## src/hw/rtl/dst_rule_evaluator_assert.svh

```systemverilog
// assertion macros for the dst rule evaluator
`ifndef DST_RULE_EVALUATOR_ASSERT_SVH
`define DST_RULE_EVALUATOR_ASSERT_SVH
`ifndef NO_ASSERTIONS
`define DRE_ASSERT(label, clk, rstn, prop, msg) \
    label: assert property (@(posedge clk) disable iff (!rstn) (prop)) else $error(msg);
`define DRE_ASSERT_NEXT(label, clk, rstn, cause, effect, msg) \
    label: assert property (@(posedge clk) disable iff (!rstn) (cause) |=> (effect)) \
        else $error(msg);
`else
`define DRE_ASSERT(label, clk, rstn, prop, msg)
`define DRE_ASSERT_NEXT(label, clk, rstn, cause, effect, msg)
`endif
`endif

```

## src/hw/rtl/dre_pkg.sv

```systemverilog
package dre_pkg;

    localparam int YEAR_W     = 15;
    localparam int MONTH_W    = 4;
    localparam int DAY_W      = 5;
    localparam int WDAY_W     = 3;
    localparam int HOUR_W     = 5;
    localparam int MINUTE_W   = 6;
    localparam int YDAY_W     = 9;
    localparam int BIAS_W     = 12;
    localparam int OFFSET_W   = 19;
    localparam int RULE_W     = 37;
    localparam int CFG_ADDR_W = 3;
    localparam int Q25_W      = 11;
    localparam int CHG_W      = 7;

    // reciprocal of 25 scaled by 2^20, exact for all 15-bit years
    localparam logic [15:0] RECIP_25 = 16'd41944;

    typedef enum logic [CFG_ADDR_W-1:0] {
        CFG_DAYLIGHT_RULE  = 3'd0,
        CFG_STANDARD_RULE  = 3'd1,
        CFG_BASE_BIAS      = 3'd2,
        CFG_STANDARD_EXTRA = 3'd3,
        CFG_DAYLIGHT_EXTRA = 3'd4
    } cfg_addr_t;

    // order of the date against a rule's transition, as far as compared so far
    typedef enum logic [1:0] {
        ORD_LESS  = 2'd0,
        ORD_EQUAL = 2'd1,
        ORD_MORE  = 2'd2
    } ord_t;

    typedef struct packed {
        logic [15:0]         year;
        logic [MONTH_W-1:0]  month;
        logic [2:0]          week;
        logic [WDAY_W-1:0]   wday;
        logic [HOUR_W-1:0]   hour;
        logic [MINUTE_W-1:0] minute;
    } rule_t;

    typedef struct packed {
        logic [YEAR_W-1:0]   year;
        logic [Q25_W-1:0]    q25;
        logic [DAY_W-1:0]    day;
        logic [HOUR_W-1:0]   hour;
        logic [MINUTE_W-1:0] minute;
        logic                utc;
        logic                late_month;
        logic [YDAY_W-1:0]   yday_base;
        logic [2:0]          sun;
        ord_t                dl_ord;
        ord_t                st_ord;
    } s1_t;

    typedef struct packed {
        logic [HOUR_W-1:0]   hour;
        logic [MINUTE_W-1:0] minute;
        logic                utc;
        logic [YDAY_W-1:0]   yday;
        ord_t                dl_ord;
        ord_t                st_ord;
    } s2_t;

    // first day of a zero-based month, non-leap
    function automatic logic [YDAY_W-1:0] month_start(input logic [MONTH_W-1:0] idx);
        logic [YDAY_W-1:0] r;
        case (idx)
            4'd0:    r = 9'd0;
            4'd1:    r = 9'd31;
            4'd2:    r = 9'd59;
            4'd3:    r = 9'd90;
            4'd4:    r = 9'd120;
            4'd5:    r = 9'd151;
            4'd6:    r = 9'd181;
            4'd7:    r = 9'd212;
            4'd8:    r = 9'd243;
            4'd9:    r = 9'd273;
            4'd10:   r = 9'd304;
            4'd11:   r = 9'd334;
            default: r = 9'd365;
        endcase
        return r;
    endfunction

    // non-leap length of a one-based month, 31 outside the year
    function automatic logic [DAY_W-1:0] month_len(input logic [MONTH_W-1:0] m);
        logic [DAY_W-1:0] r;
        case (m)
            4'd2:                      r = 5'd28;
            4'd4, 4'd6, 4'd9, 4'd11:   r = 5'd30;
            default:                   r = 5'd31;
        endcase
        return r;
    endfunction

    // x mod 7 for six-bit x by reciprocal multiply
    function automatic logic [2:0] mod7(input logic [5:0] x);
        logic [11:0] p;
        logic [3:0]  q;
        logic [6:0]  q7;
        logic [5:0]  r;
        p  = {6'd0, x} * 12'd37;
        q  = p[11:8];
        q7 = {q, 3'b000} - {3'b000, q};
        r  = x - q7[5:0];
        return r[2:0];
    endfunction

    function automatic ord_t prefix_ord(input logic [YEAR_W-1:0] year,
                                        input logic [MONTH_W-1:0] month,
                                        input rule_t r);
        ord_t o;
        if (r.year != 16'd0 && {1'b0, year} < r.year) begin
            o = ORD_LESS;
        end else if (r.year != 16'd0 && {1'b0, year} > r.year) begin
            o = ORD_MORE;
        end else if (month < r.month) begin
            o = ORD_LESS;
        end else if (month > r.month) begin
            o = ORD_MORE;
        end else begin
            o = ORD_EQUAL;
        end
        return o;
    endfunction

    // day of month of the transition, given the sunday of this week as a day of month mod 7
    function automatic logic signed [CHG_W-1:0] change_day(input logic [2:0] sun,
                                                           input rule_t r);
        logic [3:0]               c;
        logic [5:0]               wk7;
        logic signed [CHG_W-1:0]  chg;
        c = {1'b0, sun} + {1'b0, r.wday};
        if (c >= 4'd7) begin
            c = c - 4'd7;
        end
        if (c == 4'd0) begin
            c = 4'd7;
        end
        wk7 = {r.week, 3'b000} - {3'b000, r.week};
        chg = $signed({3'b000, c}) + $signed({1'b0, wk7}) - 7'sd7;
        if (chg > $signed({2'b00, month_len(r.month)})) begin
            chg = chg - 7'sd7;
        end
        return chg;
    endfunction

    function automatic ord_t day_ord(input ord_t prefix, input logic [DAY_W-1:0] day,
                                     input logic signed [CHG_W-1:0] chg);
        ord_t o;
        o = prefix;
        if (prefix == ORD_EQUAL) begin
            if ($signed({2'b00, day}) < chg) begin
                o = ORD_LESS;
            end else if ($signed({2'b00, day}) > chg) begin
                o = ORD_MORE;
            end
        end
        return o;
    endfunction

    // date strictly before the rule's transition
    function automatic logic before_rule(input ord_t o, input logic [HOUR_W-1:0] hour,
                                         input logic [MINUTE_W-1:0] minute,
                                         input rule_t r);
        logic b;
        unique case (o)
            ORD_LESS:  b = 1'b1;
            ORD_MORE:  b = 1'b0;
            ORD_EQUAL: b = ({hour, minute} < {r.hour, r.minute});
            default:   b = 1'b0;
        endcase
        return b;
    endfunction

endpackage

```

## src/hw/rtl/dst_rule_evaluator.sv

```systemverilog
// Daylight saving time rule evaluator. Each input word is a broken-down local date (year,
// month, day, weekday, hour, minute) with a UTC flag in tuser; each result word gives the
// daylight flag, the zone offset in seconds (local minus UTC) and the zero-based day of year.
// Two rules are programmed through the write port: daylight start and standard start,
// each packed as year16 (0 = every year), month4, week3 (5 = last), weekday3, hour5,
// minute6. A standard month of zero turns daylight time off. One word is accepted every
// clock cycle while the result side takes its words; the three register stages are date
// prep, transition day, and decision and offset; backpressure on the result side stalls
// the stages one by one, so empty stages keep accepting. Rules and biases must only be
// written while no word is in flight.
`include "dst_rule_evaluator_assert.svh"

module dst_rule_evaluator import dre_pkg::*; (
    input  logic                  aclk,
    input  logic                  aresetn,
    input  logic                  s_axis_tvalid,
    output logic                  s_axis_tready,
    // year[14:0], month[18:15], day[23:19], weekday[26:24], hour[31:27], minute[37:32]
    input  logic [39:0]           s_axis_tdata,
    // utc_mode[0]
    input  logic                  s_axis_tuser,
    output logic                  m_axis_tvalid,
    input  logic                  m_axis_tready,
    // is_daylight[0], local_offset[19:1], year_day[28:20]
    output logic [31:0]           m_axis_tdata,
    input  logic                  cfg_we,
    input  logic [CFG_ADDR_W-1:0] cfg_addr,
    input  logic [RULE_W-1:0]     cfg_wdata
);

    rule_t                      dl_rule_reg;
    rule_t                      st_rule_reg;
    logic signed [BIAS_W-1:0]   base_bias_reg;
    logic signed [BIAS_W-1:0]   std_extra_reg;
    logic signed [BIAS_W-1:0]   dl_extra_reg;

    logic                       s1_valid;
    logic                       s1_ready;
    s1_t                        s1_data;
    logic                       s2_valid;
    logic                       s2_ready;
    s2_t                        s2_data;
    logic                       is_daylight;
    logic signed [OFFSET_W-1:0] local_offset;
    logic [YDAY_W-1:0]          year_day;

    always_ff @(posedge aclk) begin
        if (!aresetn) begin
            dl_rule_reg   <= '0;
            st_rule_reg   <= '0;
            base_bias_reg <= '0;
            std_extra_reg <= '0;
            dl_extra_reg  <= '0;
        end else if (cfg_we) begin
            unique case (cfg_addr_t'(cfg_addr))
                CFG_DAYLIGHT_RULE:  dl_rule_reg   <= rule_t'(cfg_wdata);
                CFG_STANDARD_RULE:  st_rule_reg   <= rule_t'(cfg_wdata);
                CFG_BASE_BIAS:      base_bias_reg <= cfg_wdata[BIAS_W-1:0];
                CFG_STANDARD_EXTRA: std_extra_reg <= cfg_wdata[BIAS_W-1:0];
                CFG_DAYLIGHT_EXTRA: dl_extra_reg  <= cfg_wdata[BIAS_W-1:0];
                default: ;
            endcase
        end
    end

    dre_prep u_prep (
        .aclk      (aclk),
        .aresetn   (aresetn),
        .in_valid  (s_axis_tvalid),
        .in_ready  (s_axis_tready),
        .year      (s_axis_tdata[14:0]),
        .month     (s_axis_tdata[18:15]),
        .day       (s_axis_tdata[23:19]),
        .weekday   (s_axis_tdata[26:24]),
        .hour      (s_axis_tdata[31:27]),
        .minute    (s_axis_tdata[37:32]),
        .utc_mode  (s_axis_tuser),
        .dl_rule   (dl_rule_reg),
        .st_rule   (st_rule_reg),
        .out_valid (s1_valid),
        .out_ready (s1_ready),
        .out_data  (s1_data)
    );

    dre_change u_change (
        .aclk      (aclk),
        .aresetn   (aresetn),
        .in_valid  (s1_valid),
        .in_ready  (s1_ready),
        .in_data   (s1_data),
        .dl_rule   (dl_rule_reg),
        .st_rule   (st_rule_reg),
        .out_valid (s2_valid),
        .out_ready (s2_ready),
        .out_data  (s2_data)
    );

    dre_decide u_decide (
        .aclk                (aclk),
        .aresetn             (aresetn),
        .in_valid            (s2_valid),
        .in_ready            (s2_ready),
        .in_data             (s2_data),
        .dl_rule             (dl_rule_reg),
        .st_rule             (st_rule_reg),
        .base_bias           (base_bias_reg),
        .standard_extra_bias (std_extra_reg),
        .daylight_extra_bias (dl_extra_reg),
        .out_valid           (m_axis_tvalid),
        .out_ready           (m_axis_tready),
        .is_daylight         (is_daylight),
        .local_offset        (local_offset),
        .year_day            (year_day)
    );

    assign m_axis_tdata = {3'b000, year_day, local_offset, is_daylight};

    // input side only stalls when every stage holds a word and the sink holds off
    `DRE_ASSERT(a_stall_only_when_full, aclk, aresetn, s_axis_tready || (s1_valid && s2_valid && m_axis_tvalid && !m_axis_tready), "input stalled with room in the pipe")

endmodule

```

## src/hw/rtl/dre_prep.sv

```systemverilog
`include "dst_rule_evaluator_assert.svh"

module dre_prep import dre_pkg::*; (
    input  logic                aclk,
    input  logic                aresetn,
    input  logic                in_valid,
    output logic                in_ready,
    input  logic [YEAR_W-1:0]   year,
    input  logic [MONTH_W-1:0]  month,
    input  logic [DAY_W-1:0]    day,
    input  logic [WDAY_W-1:0]   weekday,
    input  logic [HOUR_W-1:0]   hour,
    input  logic [MINUTE_W-1:0] minute,
    input  logic                utc_mode,
    input  rule_t               dl_rule,
    input  rule_t               st_rule,
    output logic                out_valid,
    input  logic                out_ready,
    output s1_t                 out_data
);

    logic              valid_reg;
    logic              valid_next;
    s1_t               s1_reg;
    s1_t               s1_next;
    logic [MONTH_W-1:0] mi;
    logic [YDAY_W-1:0] ysum;
    logic [30:0]       yprod;
    logic [5:0]        sun_raw;

    assign in_ready   = !valid_reg || out_ready;
    assign valid_next = in_ready ? in_valid : valid_reg;

    always_comb begin
        mi = month;
        if (month == 4'd0) begin
            mi = 4'd1;
        end else if (month > 4'd12) begin
            mi = 4'd12;
        end
        ysum    = month_start(mi - 4'd1) + {4'd0, day};
        yprod   = {16'd0, year} * {15'd0, RECIP_25};
        sun_raw = {1'b0, day} + 6'd7 - {3'd0, weekday};

        s1_next.year       = year;
        s1_next.q25        = yprod[30:20];
        s1_next.day        = day;
        s1_next.hour       = hour;
        s1_next.minute     = minute;
        s1_next.utc        = utc_mode;
        s1_next.late_month = (month > 4'd2);
        // day zero in january stays at zero
        s1_next.yday_base  = (ysum == 9'd0) ? 9'd0 : ysum - 9'd1;
        s1_next.sun        = mod7(sun_raw);
        s1_next.dl_ord     = prefix_ord(year, month, dl_rule);
        s1_next.st_ord     = prefix_ord(year, month, st_rule);
    end

    always_ff @(posedge aclk) begin
        if (!aresetn) begin
            valid_reg <= 1'b0;
        end else begin
            valid_reg <= valid_next;
        end
    end

    always_ff @(posedge aclk) begin
        if (in_ready && in_valid) begin
            s1_reg <= s1_next;
        end
    end

    assign out_valid = valid_reg;
    assign out_data  = s1_reg;

    `DRE_ASSERT(a_yday_base_range, aclk, aresetn, !valid_reg || s1_reg.yday_base <= 9'd365, "year day base out of range")
    `DRE_ASSERT(a_sun_range, aclk, aresetn, !valid_reg || s1_reg.sun <= 3'd6, "sunday residue out of range")

endmodule

```

## src/hw/rtl/dre_change.sv

```systemverilog
`include "dst_rule_evaluator_assert.svh"

module dre_change import dre_pkg::*; (
    input  logic  aclk,
    input  logic  aresetn,
    input  logic  in_valid,
    output logic  in_ready,
    input  s1_t   in_data,
    input  rule_t dl_rule,
    input  rule_t st_rule,
    output logic  out_valid,
    input  logic  out_ready,
    output s2_t   out_data
);

    logic                    valid_reg;
    logic                    valid_next;
    s2_t                     s2_reg;
    s2_t                     s2_next;
    logic signed [CHG_W-1:0] dl_chg;
    logic signed [CHG_W-1:0] st_chg;
    logic [15:0]             q25x;
    logic                    div25;
    logic                    leap;

    assign in_ready   = !valid_reg || out_ready;
    assign valid_next = in_ready ? in_valid : valid_reg;

    always_comb begin
        dl_chg = change_day(in_data.sun, dl_rule);
        st_chg = change_day(in_data.sun, st_rule);
        q25x   = {1'b0, in_data.q25, 4'd0} + {2'b00, in_data.q25, 3'd0}
               + {5'd0, in_data.q25};
        div25  = (q25x == {1'b0, in_data.year});
        // divisible by 400 is divisible by 25 and by 16
        leap   = (in_data.year[1:0] == 2'b00) && (!div25 || in_data.year[3:0] == 4'd0);

        s2_next.hour   = in_data.hour;
        s2_next.minute = in_data.minute;
        s2_next.utc    = in_data.utc;
        s2_next.yday   = in_data.yday_base + {8'd0, in_data.late_month && leap};
        s2_next.dl_ord = day_ord(in_data.dl_ord, in_data.day, dl_chg);
        s2_next.st_ord = day_ord(in_data.st_ord, in_data.day, st_chg);
    end

    always_ff @(posedge aclk) begin
        if (!aresetn) begin
            valid_reg <= 1'b0;
        end else begin
            valid_reg <= valid_next;
        end
    end

    always_ff @(posedge aclk) begin
        if (in_ready && in_valid) begin
            s2_reg <= s2_next;
        end
    end

    assign out_valid = valid_reg;
    assign out_data  = s2_reg;

    `DRE_ASSERT(a_dl_chg_range, aclk, aresetn, !in_valid || (dl_chg <= 7'sd42 && dl_chg >= -7'sd6), "daylight change day out of range")
    `DRE_ASSERT(a_st_chg_range, aclk, aresetn, !in_valid || (st_chg <= 7'sd42 && st_chg >= -7'sd6), "standard change day out of range")

endmodule

```

## src/hw/rtl/dre_decide.sv

```systemverilog
`include "dst_rule_evaluator_assert.svh"

module dre_decide import dre_pkg::*; (
    input  logic                       aclk,
    input  logic                       aresetn,
    input  logic                       in_valid,
    output logic                       in_ready,
    input  s2_t                        in_data,
    input  rule_t                      dl_rule,
    input  rule_t                      st_rule,
    input  logic signed [BIAS_W-1:0]   base_bias,
    input  logic signed [BIAS_W-1:0]   standard_extra_bias,
    input  logic signed [BIAS_W-1:0]   daylight_extra_bias,
    output logic                       out_valid,
    input  logic                       out_ready,
    output logic                       is_daylight,
    output logic signed [OFFSET_W-1:0] local_offset,
    output logic [YDAY_W-1:0]          year_day
);

    logic                       valid_reg;
    logic                       valid_next;
    logic                       dst_reg;
    logic                       dst_next;
    logic signed [OFFSET_W-1:0] offset_reg;
    logic signed [OFFSET_W-1:0] offset_next;
    logic [YDAY_W-1:0]          yday_reg;
    logic                       before_dl;
    logic                       before_st;
    logic                       northern;
    logic signed [BIAS_W:0]     bias_sum;
    logic signed [OFFSET_W-1:0] bias_wide;

    assign in_ready   = !valid_reg || out_ready;
    assign valid_next = in_ready ? in_valid : valid_reg;

    always_comb begin
        before_dl = before_rule(in_data.dl_ord, in_data.hour, in_data.minute, dl_rule);
        before_st = before_rule(in_data.st_ord, in_data.hour, in_data.minute, st_rule);
        // whole rule words compare year down to minute
        northern  = (dl_rule < st_rule);
        dst_next  = 1'b0;
        if (!in_data.utc && st_rule.month != 4'd0) begin
            dst_next = northern ? (!before_dl && before_st) : (before_st || !before_dl);
        end
        bias_sum  = {base_bias[BIAS_W-1], base_bias}
                  + (dst_next ? {daylight_extra_bias[BIAS_W-1], daylight_extra_bias}
                              : {standard_extra_bias[BIAS_W-1], standard_extra_bias});
        bias_wide = {{(OFFSET_W-BIAS_W-1){bias_sum[BIAS_W]}}, bias_sum};
        // times minus sixty: 4x - 64x
        offset_next = in_data.utc ? '0 : (bias_wide <<< 2) - (bias_wide <<< 6);
    end

    always_ff @(posedge aclk) begin
        if (!aresetn) begin
            valid_reg <= 1'b0;
        end else begin
            valid_reg <= valid_next;
        end
    end

    always_ff @(posedge aclk) begin
        if (in_ready && in_valid) begin
            dst_reg    <= dst_next;
            offset_reg <= offset_next;
            yday_reg   <= in_data.yday;
        end
    end

    assign out_valid    = valid_reg;
    assign is_daylight  = dst_reg;
    assign local_offset = offset_reg;
    assign year_day     = yday_reg;

    `DRE_ASSERT_NEXT(a_load_gives_word, aclk, aresetn, in_valid && in_ready, valid_reg, "accepted word not held in output stage")
    `DRE_ASSERT(a_utc_no_daylight, aclk, aresetn, !(in_valid && in_data.utc) || !dst_next, "daylight set in utc mode")

endmodule

```

## config.mk

```make
export PLATFORM = sky130hd
export DESIGN_NAME = dst_rule_evaluator
export DESIGN_NICKNAME = d
export VERILOG_FILES = /design/src/hw/rtl/dre_pkg.sv /design/src/hw/rtl/dst_rule_evaluator.sv /design/src/hw/rtl/dre_prep.sv /design/src/hw/rtl/dre_change.sv /design/src/hw/rtl/dre_decide.sv
export VERILOG_INCLUDE_DIRS = /design/src /design/src/hw/rtl
export SDC_FILE = /design/constraint.sdc
export NUM_CORES = 1
export LEC_CHECK = 0
export BUFFER_PORTS_ARGS = -buffer_cell sky130_fd_sc_hd__buf_4
export CORE_ASPECT_RATIO = 0.9
export CORE_MARGIN = 10
export CORE_UTILIZATION = 25
export DETAILED_ROUTE_END_ITERATION = 6
export MAX_ROUTING_LAYER = met4
export PLACE_DENSITY = 0.44
export SLEW_MARGIN = 20
export SYNTH_ARGS = -nofsm -noshare
export SYNTH_HDL_FRONTEND = slang
export SYNTH_HIERARCHICAL = 1
export SYNTH_SLANG_ARGS = --single-unit
```

## constraint.sdc

```tcl
create_clock -name aclk -period 5.3 [get_ports aclk]
set_input_delay 0.265 -clock aclk [delete_from_list [all_inputs] [get_ports aclk]]
set_output_delay 0.265 -clock aclk [all_outputs]
set_load 0.005 [all_outputs]
```

==> out/summary.log <==
INFO  status         run_status=completed
INFO  final_layout   filler_cell_count=8050
INFO  synth          synth.ff_latch_count=225
INFO  detailed_routing vias_per_cell=4.51
INFO  flow_run       max_cap_violations=0
INFO  synth          count_of_mapped_cells_out_of_synthesis=1994
INFO  clock_network  clock_tree.buffer_depth=3
INFO  synth          synth.distinct_cells=100
INFO  power_and_ir_drop cellLeakagePower=11.3nW
INFO  clock_network  cts.htree.levels=1
INFO  timing         timing.final.setup_violations=0
INFO  detailed_routing wl_per_cell=16.6µm
INFO  place          place.detailed.hpwl=44.9mm
INFO  place          placed_area=0.0228mm²
INFO  global_routing track_usage=12.6%
INFO  synth          synth_sequential_area_ratio=28.7%
INFO  synth          syn_area=0.0196mm²
INFO  clock_network  tritoncts=yes
INFO  min_path       hold_path_class=in -> reg
INFO  place          placed_cells_incl_taps=3271
INFO  floorplanning  floorplan.core_area=0.0777mm²
INFO  place          routabilityCongestion=0.820
INFO  floorplanning  die_height=285µm
INFO  global_routing met2_track_utilization_from_global_routing=20.8%
INFO  detailed_routing antenna_left=0
INFO  critical_path  critical-path-top-delay-family=compound AO/OA/AOI/OAI gates
INFO  timing         report.final.slew_viol_count=0
INFO  detailed_routing postRouteWirelength=56.4mm
INFO  synth          synthesis.yosys.warnings=6
INFO  final_layout   fraction_of_final_layout_cells_with_drive_strength_greater_than_1=22.0%
INFO  global_routing initial_antenna_violation_count=4
INFO  floorplanning  floorplan.rows=97
INFO  synth          ys_async_sr_fraction=0%
INFO  critical_path  slowest_library_cell_on_the_worst_path=edfxtp_1
INFO  critical_path  cp.arrival=5.60ns
INFO  timing         achievable-frequency=0.189GHz
INFO  synth          yosysTopAreaCellShare=19.8%
INFO  power_and_ir_drop pwr_density_cell=429mW/mm²
INFO  floorplanning  start_util=25.2%
INFO  final_layout   final_nets=2826
INFO  detailed_routing drt_drc_violations_left=0
INFO  synth          synth_enable_flop_cells=112
INFO  timing         final.min_clock_period=5.29ns
INFO  final_layout   largest_reg_flops=60
INFO  global_routing grtUsageMet3=1.70%
INFO  global_routing global_route.usage.met1=16.2%
INFO  critical_path  worst_setup_path_start_kind=flip-flop
INFO  timing         max_slew_margin=29.4%
INFO  timing         hold_ws=0.0394ns
INFO  final_layout   design_area=0.0250mm²
INFO  timing         worst-slew-pin-transition=1.06ns
INFO  synth          synth_area_leader_cell=ha_1
INFO  synth          synth.top_cells.by_area=ha_1 20%, edfxtp_1 17%, dfxtp_1 12%, fa_1 8.9%, mux2i_1 6.1%
INFO  clock_network  cts.sink_count=225
INFO  final_layout   flip_flop_and_latch_area=0.00563mm²
INFO  global_routing gr-max-usage-layer=met2
INFO  timing         fin_worst_skew=0.0184ns
INFO  detailed_routing drt-pass1-iter-count=5
INFO  critical_path  worstSetupEndpointType=flip-flop
INFO  place          place.port_buffers=112
INFO  global_routing maximum_number_of_pins_on_one_net_before_global_route_repair=103
INFO  final_layout   syn_to_final_growth=28.0%
INFO  clock_network  cts-buffers-inserted=28
INFO  final_layout   highest_count_cells_in_the_layout_ignoring_fill_and_taps=318 x buf_4, 288 x ha_1, 249 x inv_1
INFO  global_routing grt_pass1_wl=89.4mm
INFO  critical_path  timing.setup.critical_path_class=reg -> reg
INFO  synth          synth.avg_cell_area=9.81µm²
INFO  final_layout   layout.cells.most_common=buf_4
INFO  critical_path  worstPathBufferInverterCount=2
INFO  floorplanning  dieArea=0.0899mm²
INFO  final_layout   finish.cell_count_without_fillers=3408
INFO  timing         finalSetupTns=0ns
INFO  floorplanning  io-pin-count=120
INFO  final_layout   multiInputGateArea=0.0133mm²
INFO  clock_network  root_buffer=clkbuf_16
INFO  detailed_routing vias=15400
INFO  timing         hold_viol=0
INFO  floorplanning  fp.dieW=315µm
INFO  global_routing grt_overflow_total=0
INFO  power_and_ir_drop worst_ir_drop_vdd=0.296mV
INFO  clock_network  clk-insertion-delay-late=0.57ns
INFO  timing         fin_crit_share=99.9%
INFO  critical_path  path_common_cell=o21a_1
INFO  critical_path  critPathRequiredTime=5.61ns
INFO  global_routing grt_pass1_vias=16400
INFO  critical_path  critical_path_peak_fanout=4
INFO  detailed_routing detail_route.iter0.violations=790
INFO  critical_path  slowest_delay=0.39ns
INFO  synth          synth_top_flop_cell=dfxtp_1
INFO  timing         rsz0062_at_grt=true
INFO  clock_network  clkTransAtPathRegs=0.06ns
==> area by class of cell <==
type                       instances  area share (%)
sequential                       225            22.5
clock buffer                      41            3.20
antenna                            4          0.0400
tap                             1039            5.19
clock inverter                    11           0.310
inverter                         254            3.81
timing repair buffer             371            11.7
multi-input combinational       1463            53.3
==> cells in the mapped netlist, types with 7 or more instances <==
library cell,n
o211ai_1,14
mux2i_1,119
ha_1,310
o21ai_1,8
and2_1,11
nand2b_1,21
o21ai_0,44
nor2b_1,25
nand3_1,32
mux2_1,9
a41oi_1,7
a21oi_1,82
dfxtp_1,113
nand4_1,28
fa_1,87
xnor2_1,58
a211oi_1,8
and3_1,10
xor2_1,28
nand2_1,196
nor3_1,13
buf_4,12
o221ai_1,8
nor3b_1,7
edfxtp_1,112
nor2_1,92
a31oi_1,18
clkbuf_1,21
nor4_1,10
buf_2,10
inv_1,253
o21a_1,23
a21o_1,50
o31a_1,7
==> worst reg2reg max path, delay by kind of cell, from the launching register on <==
kind	cells	cell delay, ns
compound gates	14	2.61
fa+ha+maj	4	0.89
simple gates	5	0.64
flops	1	0.39
mux	1	0.32
buf+inv	2	0.20
==> final timing paths <==
path,start,end,slack [ns],cells past startpoint
max,u_change/out_data[15],u_decide/local_offset[17],0.008,26
min,cfg_wdata[28],st_rule_reg[28],0.04,3
max reg2reg,u_change/out_data[15],u_decide/local_offset[17],0.008,26
min reg2reg,u_prep/out_data[24],u_change/out_data[20],0.42,0
==> report_power, final <==
| group | internal, W | total, W | switching (W) |
|---|---|---|---|
| logic | 0.00329 | 0.00674 | 0.00344 |
| clock network | 0.00105 | 0.00184 | 0.000793 |
| registers | 0.00205 | 0.00216 | 0.000117 |
==> kinds of logic (layout without fill, tap and decap cells) <==
kind of cell	count (synthesis)	after routing	share of synthesized area [%]
compound gates	344	344	12.4
other cells	2	9	0.0384
fa+ha+maj	398	398	28.8
buf+inv	309	677	6.63
simple gates	496	496	12.6
mux	133	133	6.89
xor+xnor	87	87	3.93
flops	225	225	28.7
==> what timing repair did <==
item | 4_1_cts | 5_1_grt
resized for setup | 67 | 68
cloned | 0 | 1
setup endpoints to repair | 13 | 13
endpoints found under the hold margin | 64 | 0
pin swaps | 43 | 64
buffers inserted | 24 | 12
hold buffers | 45 | 0
==> per-layer routing <==
metal  vias up  part of all wire (%)
li1       7693                     -
met1      7377                    47
met2       233                    47
met3        65                   3.5
met4         0                   2.3
met5         -                     0
==> per-stage QoR <==
step | worst slack (ns) | total power, W | utilization (%)
2_1_floorplan | 0.0136 | 0.00643 | -
3_3_place_gp | -0.267 | 0.00808 | 29.3
3_5_place_dp | -0.512 | 0.00822 | 29.3
4_1_cts | -0.0709 | 0.0106 | 31.7
5_1_grt | -0.250 | 0.0118 | 32.2
6_report | 0.00787 | 0.0107 | 32.2
Note: power is estimated with default switching activity, not from simulation.
